### src/rtl/timestamp_kway_merge_defines.svh
// Assertion macros used by the timestamp merge RTL.
`ifndef TIMESTAMP_KWAY_MERGE_DEFINES_SVH
`define TIMESTAMP_KWAY_MERGE_DEFINES_SVH

// Same-cycle implication, disabled while reset is high.
`define TKM_ASSERT_IMPLY(lbl, clk_sig, rst_sig, ante, cons) \
  lbl: assert property (@(posedge clk_sig) disable iff (rst_sig) (ante) |-> (cons)) \
    else $error("timestamp merge check failed");

// Next-cycle implication, disabled while reset is high.
`define TKM_ASSERT_NEXT(lbl, clk_sig, rst_sig, ante, cons) \
  lbl: assert property (@(posedge clk_sig) disable iff (rst_sig) (ante) |=> (cons)) \
    else $error("timestamp merge check failed");

`endif

### src/rtl/tkm_pkg.sv
// Types and constants of the timestamp merge block.
package tkm_pkg;

  // Defaults of the top-level parameters
  localparam int NUM_SOURCES_DEF   = 8;
  localparam int PAYLOAD_WIDTH_DEF = 32;

  // Fixed field widths
  localparam int TIME_W   = 64;
  localparam int SRC_FW   = 3;
  localparam int HANDLE_W = 32;
  localparam int CMP8_W   = 8;

  // Stream widths
  localparam int IN_TDATA_W  = 168;
  localparam int IN_TUSER_W  = 2;
  localparam int OUT_TDATA_W = 104;

  // Configuration port
  localparam int CFG_INDEX_W = 8;
  localparam int CFG_DATA_W  = 8;
  localparam int ACTIVE_W    = 4;

  localparam logic [CFG_INDEX_W-1:0] CFG_GPS_MODE       = 8'd0;
  localparam logic [CFG_INDEX_W-1:0] CFG_ACTIVE_SOURCES = 8'd1;

  localparam logic [ACTIVE_W-1:0] ACTIVE_RESET = 4'd8;

  // Sequencer states
  typedef enum logic [2:0] {
    ST_IDLE,
    ST_OFFSET,
    ST_WRITE,
    ST_CHECK,
    ST_SCAN,
    ST_TAIL,
    ST_EMIT
  } tkm_state_t;

endpackage

### src/rtl/timestamp_kway_merge.sv
// Top level of the timestamp merge: k-way merge of time-stamped record streams.
//
// Merges up to NUM_SOURCES record streams into one stream ordered by signed time, lowest
// source first on ties. One input beat is taken at a time: an offset read, an offset
// update, a head write and a readiness check, which ends the beat when nothing can be
// emitted; else a scan of the head memory follows, one slot per cycle through the shared
// 65-bit subtractor, which also forms the GPS offset and corrected time, then a compare
// tail step and an emit step. The emit step repeats while the output register still holds
// an unaccepted beat. An emitted beat waits in the output register; the next input beat
// is taken while it waits. No clearing pass after reset; input and configuration are not
// ready while reset is high.
`include "timestamp_kway_merge_defines.svh"

module timestamp_kway_merge
  import tkm_pkg::*;
#(
  parameter int NUM_SOURCES   = NUM_SOURCES_DEF,
  parameter int PAYLOAD_WIDTH = PAYLOAD_WIDTH_DEF
) (
  input  logic                   clk,
  input  logic                   rst,
  // input stream
  input  logic                   s_tvalid,
  output logic                   s_tready,
  // source[2:0], node_time[66:3], gps_time[130:67], payload_handle[162:131], zero pad
  input  logic [IN_TDATA_W-1:0]  s_tdata,
  // end_of_source[0], is_gps[1]
  input  logic [IN_TUSER_W-1:0]  s_tuser,
  // output stream
  output logic                   m_tvalid,
  input  logic                   m_tready,
  // source_out[2:0], merged_time[66:3], payload_out[98:67], zero pad
  output logic [OUT_TDATA_W-1:0] m_tdata,
  // configuration writes
  input  logic                   cfg_valid,
  output logic                   cfg_ready,
  input  logic [CFG_INDEX_W-1:0] cfg_index,
  input  logic [CFG_DATA_W-1:0]  cfg_data
);

  localparam int SRC_W = $clog2(NUM_SOURCES);
  localparam int CNT_W = $clog2(NUM_SOURCES + 1);
  localparam int ROW_W = PAYLOAD_WIDTH + TIME_W;

  tkm_state_t state, state_next;

  // Configuration registers
  logic                gps_mode;
  logic [ACTIVE_W-1:0] active_sources;

  // Per-source flags
  logic [NUM_SOURCES-1:0] head_valid;
  logic [NUM_SOURCES-1:0] source_ended;
  logic [NUM_SOURCES-1:0] offset_written;
  logic [NUM_SOURCES-1:0] active_mask;

  // Memories
  logic [ROW_W-1:0]  head_mem [NUM_SOURCES];
  logic [TIME_W-1:0] offset_mem [NUM_SOURCES];

  // Captured input beat
  logic [SRC_W-1:0]         item_idx;
  logic [CMP8_W-1:0]        item_src8;
  logic                     item_eos;
  logic                     item_gps;
  logic [TIME_W-1:0]        item_ntime;
  logic [TIME_W-1:0]        item_gtime;
  logic [PAYLOAD_WIDTH-1:0] item_payload;

  // Offset path
  logic [TIME_W-1:0] offset_rd;
  logic              offset_rd_ok;
  logic [TIME_W-1:0] offset_cur;
  logic              rec_ok;

  // Scan path
  logic [CNT_W-1:0]  rd_idx;
  logic [ROW_W-1:0]  rd_row;
  logic [SRC_W-1:0]  cmp_idx;
  logic              cmp_live;
  logic              best_found;
  logic [SRC_W-1:0]  best_idx;
  logic [ROW_W-1:0]  best_row;

  // Shared subtractor
  logic [TIME_W-1:0] op_a, op_b;
  logic [TIME_W:0]   diff;

  // Misc combinational
  logic [CMP8_W-1:0]        src_in8;
  logic [SRC_W-1:0]         src_in_idx;
  logic [CMP8_W-1:0]        n8;
  logic [CNT_W-1:0]         n_cnt;
  logic                     in_range;
  logic                     all_ready;
  logic                     any_head;
  logic                     slot_free;
  logic [TIME_W-1:0]        off_eff;
  logic [TIME_W-1:0]        head_time_new;
  logic [TIME_W-1:0]        pay_in64;
  logic [TIME_W-1:0]        pay_out64;
  logic [CMP8_W-1:0]        best8;

  // Count of active sources, saturated at NUM_SOURCES
  always_comb begin
    n8 = (CMP8_W'(active_sources) > CMP8_W'(NUM_SOURCES)) ? CMP8_W'(NUM_SOURCES)
                                                          : CMP8_W'(active_sources);
    n_cnt = n8[CNT_W-1:0];
    for (int i = 0; i < NUM_SOURCES; i++) begin
      active_mask[i] = CMP8_W'(i) < n8;
    end
  end

  assign src_in8    = CMP8_W'(s_tdata[SRC_FW-1:0]);
  assign src_in_idx = src_in8[SRC_W-1:0];
  assign in_range   = item_src8 < n8;
  assign off_eff    = offset_rd_ok ? offset_rd : '0;
  assign pay_in64   = TIME_W'(s_tdata[SRC_FW+2*TIME_W +: HANDLE_W]);

  // Emit condition over the per-source flags
  assign all_ready = &(head_valid | source_ended | ~active_mask);
  assign any_head  = |(head_valid & active_mask);
  assign slot_free = !m_tvalid || m_tready;

  // Shared subtractor: offset, corrected time, or scan compare
  always_comb begin
    case (state)
      ST_OFFSET: begin
        op_a = item_ntime;
        op_b = item_gtime;
      end
      ST_WRITE: begin
        op_a = item_ntime;
        op_b = offset_cur;
      end
      default: begin
        op_a = rd_row[TIME_W-1:0];
        op_b = best_row[TIME_W-1:0];
      end
    endcase
    diff = {op_a[TIME_W-1], op_a} - {op_b[TIME_W-1], op_b};
  end

  assign head_time_new = gps_mode ? diff[TIME_W-1:0] : item_ntime;

  // State register
  always_ff @(posedge clk) begin
    if (rst) begin
      state <= ST_IDLE;
    end else begin
      state <= state_next;
    end
  end

  // Next state and handshake outputs
  always_comb begin
    state_next = state;
    s_tready   = 1'b0;
    case (state)
      ST_IDLE: begin
        s_tready = !rst;
        if (s_tvalid) state_next = ST_OFFSET;
      end
      ST_OFFSET: state_next = ST_WRITE;
      ST_WRITE:  state_next = ST_CHECK;
      ST_CHECK: begin
        state_next = (all_ready && any_head) ? ST_SCAN : ST_IDLE;
      end
      ST_SCAN: begin
        if (rd_idx == n_cnt - CNT_W'(1)) state_next = ST_TAIL;
      end
      ST_TAIL: state_next = ST_EMIT;
      ST_EMIT: begin
        if (slot_free) state_next = ST_IDLE;
      end
      default: state_next = ST_IDLE;
    endcase
  end

  assign cfg_ready = !rst;

  // Configuration registers
  always_ff @(posedge clk) begin
    if (rst) begin
      gps_mode       <= 1'b0;
      active_sources <= ACTIVE_RESET;
    end else if (cfg_valid) begin
      case (cfg_index)
        CFG_GPS_MODE:       gps_mode       <= cfg_data[0];
        CFG_ACTIVE_SOURCES: active_sources <= cfg_data[ACTIVE_W-1:0];
        default: ;
      endcase
    end
  end

  // Capture the input beat and read its source's offset
  always_ff @(posedge clk) begin
    if (state == ST_IDLE && s_tvalid) begin
      item_src8    <= src_in8;
      item_idx     <= src_in_idx;
      item_eos     <= s_tuser[0];
      item_gps     <= s_tuser[1];
      item_ntime   <= s_tdata[SRC_FW +: TIME_W];
      item_gtime   <= s_tdata[SRC_FW+TIME_W +: TIME_W];
      item_payload <= pay_in64[PAYLOAD_WIDTH-1:0];
      offset_rd    <= offset_mem[src_in_idx];
      offset_rd_ok <= offset_written[src_in_idx];
    end
  end

  // Decide on the record and form the new offset
  always_ff @(posedge clk) begin
    if (state == ST_OFFSET) begin
      rec_ok     <= in_range && !item_eos && !head_valid[item_idx] &&
                    !source_ended[item_idx];
      offset_cur <= (gps_mode && item_gps) ? diff[TIME_W-1:0] : off_eff;
    end
  end

  // Offset memory write
  always_ff @(posedge clk) begin
    if (state == ST_WRITE && rec_ok && gps_mode && item_gps) begin
      offset_mem[item_idx] <= offset_cur;
    end
  end

  // Head memory write and scan read
  always_ff @(posedge clk) begin
    if (state == ST_WRITE && rec_ok) begin
      head_mem[item_idx] <= {item_payload, head_time_new};
    end
    if (state == ST_SCAN) begin
      rd_row <= head_mem[rd_idx[SRC_W-1:0]];
    end
  end

  // Per-source flags
  always_ff @(posedge clk) begin
    if (rst) begin
      head_valid     <= '0;
      source_ended   <= '0;
      offset_written <= '0;
    end else begin
      if (state == ST_OFFSET && in_range && item_eos) begin
        source_ended[item_idx] <= 1'b1;
      end
      if (state == ST_WRITE && rec_ok) begin
        head_valid[item_idx] <= 1'b1;
        if (gps_mode && item_gps) offset_written[item_idx] <= 1'b1;
      end
      if (state == ST_EMIT && slot_free) begin
        head_valid[best_idx] <= 1'b0;
      end
    end
  end

  // Scan: issue one read a cycle, compare each row in the cycle after its read
  always_ff @(posedge clk) begin
    if (rst) begin
      cmp_live <= 1'b0;
    end else begin
      cmp_live <= (state == ST_SCAN);
    end
  end

  always_ff @(posedge clk) begin
    if (state == ST_CHECK) begin
      rd_idx     <= '0;
      best_found <= 1'b0;
    end else begin
      if (state == ST_SCAN) begin
        rd_idx  <= rd_idx + CNT_W'(1);
        cmp_idx <= rd_idx[SRC_W-1:0];
      end
      // Keep the strictly smaller time so ties stay with the lower source
      if (cmp_live && head_valid[cmp_idx] && (!best_found || diff[TIME_W])) begin
        best_found <= 1'b1;
        best_idx   <= cmp_idx;
        best_row   <= rd_row;
      end
    end
  end

  // Output register
  always_ff @(posedge clk) begin
    if (rst) begin
      m_tvalid <= 1'b0;
    end else if (state == ST_EMIT && slot_free) begin
      m_tvalid <= 1'b1;
    end else if (m_tready) begin
      m_tvalid <= 1'b0;
    end
  end

  assign pay_out64 = TIME_W'(best_row[ROW_W-1:TIME_W]);
  assign best8     = CMP8_W'(best_idx);

  always_ff @(posedge clk) begin
    if (state == ST_EMIT && slot_free) begin
      m_tdata <= {5'd0, pay_out64[HANDLE_W-1:0], best_row[TIME_W-1:0], best8[SRC_FW-1:0]};
    end
  end

  // Checks
  `TKM_ASSERT_NEXT(a_scan_finds_head, clk, rst, state == ST_TAIL, best_found)
  `TKM_ASSERT_NEXT(a_emit_frees_slot, clk, rst, state == ST_EMIT && slot_free, m_tvalid && !head_valid[$past(best_idx)])
  `TKM_ASSERT_NEXT(a_write_sets_head, clk, rst, state == ST_WRITE && rec_ok, head_valid[$past(item_idx)])
  `TKM_ASSERT_IMPLY(a_scan_has_ready, clk, rst, state == ST_SCAN, all_ready && any_head)

endmodule

### config.mk
export PLATFORM = sky130hd
export DESIGN_NAME = timestamp_kway_merge
export DESIGN_NICKNAME = d
export VERILOG_FILES = /design/src/rtl/tkm_pkg.sv /design/src/rtl/timestamp_kway_merge.sv
export VERILOG_INCLUDE_DIRS = /design/src /design/src/rtl
export SDC_FILE = /design/constraint.sdc
export NUM_CORES = 2
export LEC_CHECK = 0
export BUFFER_PORTS_ARGS = -buffer_cell sky130_fd_sc_hd__buf_4
export CORE_MARGIN = 4
export CORE_UTILIZATION = 30
export CTS_BUF_LIST = sky130_fd_sc_hd__clkbuf_4 sky130_fd_sc_hd__clkbuf_8
export DETAILED_ROUTE_END_ITERATION = 6
export PLACE_DENSITY = 0.57
export SLEW_MARGIN = 10
export SYNTH_ARGS = -nofsm -noshare
export SYNTH_HDL_FRONTEND = slang
export SYNTH_SLANG_ARGS = --single-unit
### constraint.sdc
create_clock -name clk -period 37.8 [get_ports clk]
set_input_delay 7.56 -clock clk [delete_from_list [all_inputs] [get_ports clk]]
set_output_delay 7.56 -clock clk [all_outputs]
set_load 0.02 [all_outputs]
==> impl_metrics.csv <==
group,metric,value,unit
status,status,"completed",
routing,drtPass1Iterations,5,
placement,post-place-ws,21730,ps
timing,min_period,16070,ps
clock_network,cts_buffers,327,
critical_path,worstSetupPathType,"in -> out",
yosys,ys_seq_area_frac,0.7598,
critical_path,crit_arrival,8510,ps
routing,routed_wl,198.0,mm
global_routing,grtUsageTotal,0.1512,
floorplan,dieArea,258100,sq um
floorplan,dieHeight,508.0,um
critical_path,cp_common_cell,"buf_4",
placement,gp_congestion,0.9053,
clock_network,cts_root_buffer,"clkbuf_8",
timing,timing.clock.skew,94.85,ps
yosys,syn_area,75010,sq um
routing,via_per_inst,4.853,
clock_network,clk_pin_slew_worst_paths,60,ps
critical_path,start_kind,"input pin",
timing,setup_ws,21730,ps
critical_path,path_delay_family,"buffers and inverters",
routing,drc_errors,0,
yosys,yosysWarnings,0,
timing,slew_headroom,0.1753,
routing,drtIter0Drc,3599,
critical_path,cp.required,30240,ps
critical_path,path_cells,"buf_4 > inv_1 > buf_4",
cells_and_area,syn2layout_area_growth,16.94,%
clock_network,cts_tree,"built",
cells_and_area,final_net_count,4563,
yosys,synth_cell_types,89,
global_routing,antenna_found_initial,6,
placement,portBuffers,283,
routing,avgRoutedWirePerCell,25.19,um
run,cap_violations,0,
floorplan,fp.dieW,508.0,um
cells_and_area,drive_above_1_share,0.3297,
clock_network,clockBufferDepth,4,
critical_path,cp_slowest_cell,"buf_4",
cells_and_area,final_util,0.3528,
placement,dp_hpwl,121.5,mm
critical_path,path_max_fanout,30,
floorplan,coreArea,248700,sq um
power,p_leak,28.38,nW
timing,fmax,62.22,MHz
global_routing,grt_pass1_vias,40190,
clock_network,cts_resized,0,
clock_network,hold_buffers,0,
floorplan,num_io_pins,298,
cells_and_area,design_area,87720,sq um
yosys,synthArstFlopShare,0,
yosys,ys_ff_latch,1911,
yosys,synthCells,3796,
clock_network,clk_latency,1060,ps
critical_path,cp.buffers_inverters,3,
cells_and_area,fill_cells,23430,
timing,tightest_slew,1227,ps
timing,finalCritPeriodShare,0.4252,
yosys,postSynthAreaPerCell,19.76,sq um
timing,final_hold_viol_count,0,
floorplan,initial_utilization,0.3017,
power,ir_worst_vdd,0.03208,mV
clock_network,htreeDepth,5,
critical_path,slowest_delay,360,ps
yosys,synth-main-ff-cell,"edfxtp_1",
yosys,synth_edf_count,1872,
routing,vias,38160,
placement,place_area,81310,sq um
global_routing,grt_max_degree,119,
power,pwr_density_cell,53.23,nW/um^2
clock_network,cts_setup_buffers,0,
min_path,hold_class,"reg -> reg",
global_routing,grt_pass1_wl,283.6,mm
timing,rsz0062_at_grt,"no",
clock_network,cts.sinks,1911,
critical_path,end_kind,"output pin",
global_routing,grt_overflow,0,
timing,fin_tns_setup,0,ps
routing,antenna_left,0,
timing,finalSetupViolations,0,
timing,maxSlewViolCount,0,
floorplan,rows,183,
## layout by cell type (no fill, tap or decap), drive strengths merged, types with 62 or more instances in the layout
| cell | netlist | layout |
|---|---|---|
| nand3 | 74 | 74 |
| mux4 | 324 | 324 |
| o21ai | 63 | 63 |
| edfxtp | 1872 | 1872 |
| buf | 50 | 352 |
| a22o | 62 | 62 |
| clkinv | 0 | 110 |
| a21oi | 164 | 164 |
| nor2 | 111 | 111 |
| mux2 | 274 | 274 |
| nand2 | 174 | 174 |
| clkbuf | 131 | 414 |
| ha | 70 | 70 |
## per-layer routing
metal,track usage,share of wire,up-vias
met4,0.06779,0.044,0
met1,0.1995,0.43,20100
met5,0,0,-
met2,0.2445,0.48,1167
li1,-,-,16550
met3,0.02667,0.048,339
## metrics by stage
stage	cells	hold WS, ps	total power, W
global placement	7301	406.0	0.002854
detailed placement	7302	404.5	0.002856
finish	7863	395.1	0.004669
CTS	7855	402.3	0.004728
global route	7859	418.7	0.004865
floorplan	3800	400.3	0.002721
## registers in the layout (all words and copies together), names as in the netlist, 64 cells and up
name and flops:
head_mem 768, offset_mem 512, m_tdata 99, best_row 96, rd_row 96, item_gtime 64, item_ntime 64, offset_cur 64
offset_rd 64
## final cells by class
type | instances | area [sq um] | share of cell area
sequential | 1911 | 57010 | 0.6499
multi-input combinational | 1677 | 17330 | 0.1976
clock buffer | 413 | 5228 | 0.05960
tap | 3330 | 4167 | 0.04750
timing repair buffer | 353 | 2698 | 0.03075
clock inverter | 140 | 1149 | 0.01309
inverter | 31 | 116.4 | 0.001327
antenna | 8 | 20.02 | 0.0002282
## report_power, final
| group | switching, W | internal, W | total [W] | leakage [nW] |
|---|---|---|---|---|
| clock | 0.000817 | 0.00104 | 0.00186 | 3.34 |
| sequential | 0.0000344 | 0.00237 | 0.00240 | 17.3 |
| combinational | 0.000245 | 0.000165 | 0.000410 | 7.73 |
## kinds of logic (layout without fill, tap and decap cells)
logic type	after synthesis	after routing	share of synthesized area
flip-flops	1911	1911	0.7598
multiplexers	608	608	0.1397
AND/OR/NAND/NOR	489	489	0.03049
AO/OA/AOI/OAI	441	441	0.03903
buffers and inverters	212	937	0.01154
adder cells (fa/ha/maj)	73	73	0.01221
XOR/XNOR	61	61	0.007122
other	1	13	0.00004999
## worst register-to-register path, stage by stage (launching register included)
cell and delay, ps:
dfxtp_1 600, nor3b_2 440, buf_4 590, buf_4 710, buf_4 720, a22o_1 290
a21oi_1 60, ha_1 420, a21oi_1 220, o21a_1 210, a21boi_1 190, o21a_1 160
o221ai_1 200, a211oi_2 570, o31ai_4 180, a31oi_2 310, o311a_4 510, buf_4 670
## cell usage after synthesis, types with 31 or more instances
library cell  count  area share
xnor2_1          32      0.0037
edfxtp_1       1872        0.75
a21oi_1         163       0.011
mux4_2          324       0.097
nor2_1          110      0.0055
nand3_1          74      0.0049
nand2_1         173      0.0087
nor3_1           31      0.0021
o21ai_0          56      0.0037
clkbuf_1        128      0.0064
mux2_2          274       0.041
a22o_1           62      0.0072
dfxtp_1          39       0.010
ha_1             70       0.012
buf_1            38      0.0019
inv_1            31      0.0016
a21o_1           34      0.0034
## worst paths after layout
path           startpoint           end  slack, ps  cells after the start
max                   rst     cfg_ready      21730                      3
min          best_row[88]   m_tdata[91]        400                      0
max reg2reg      state[0]  best_row[72]      30260                     17
min reg2reg  best_row[88]   m_tdata[91]        400                      0
Power figures use the tool's default switching activity.
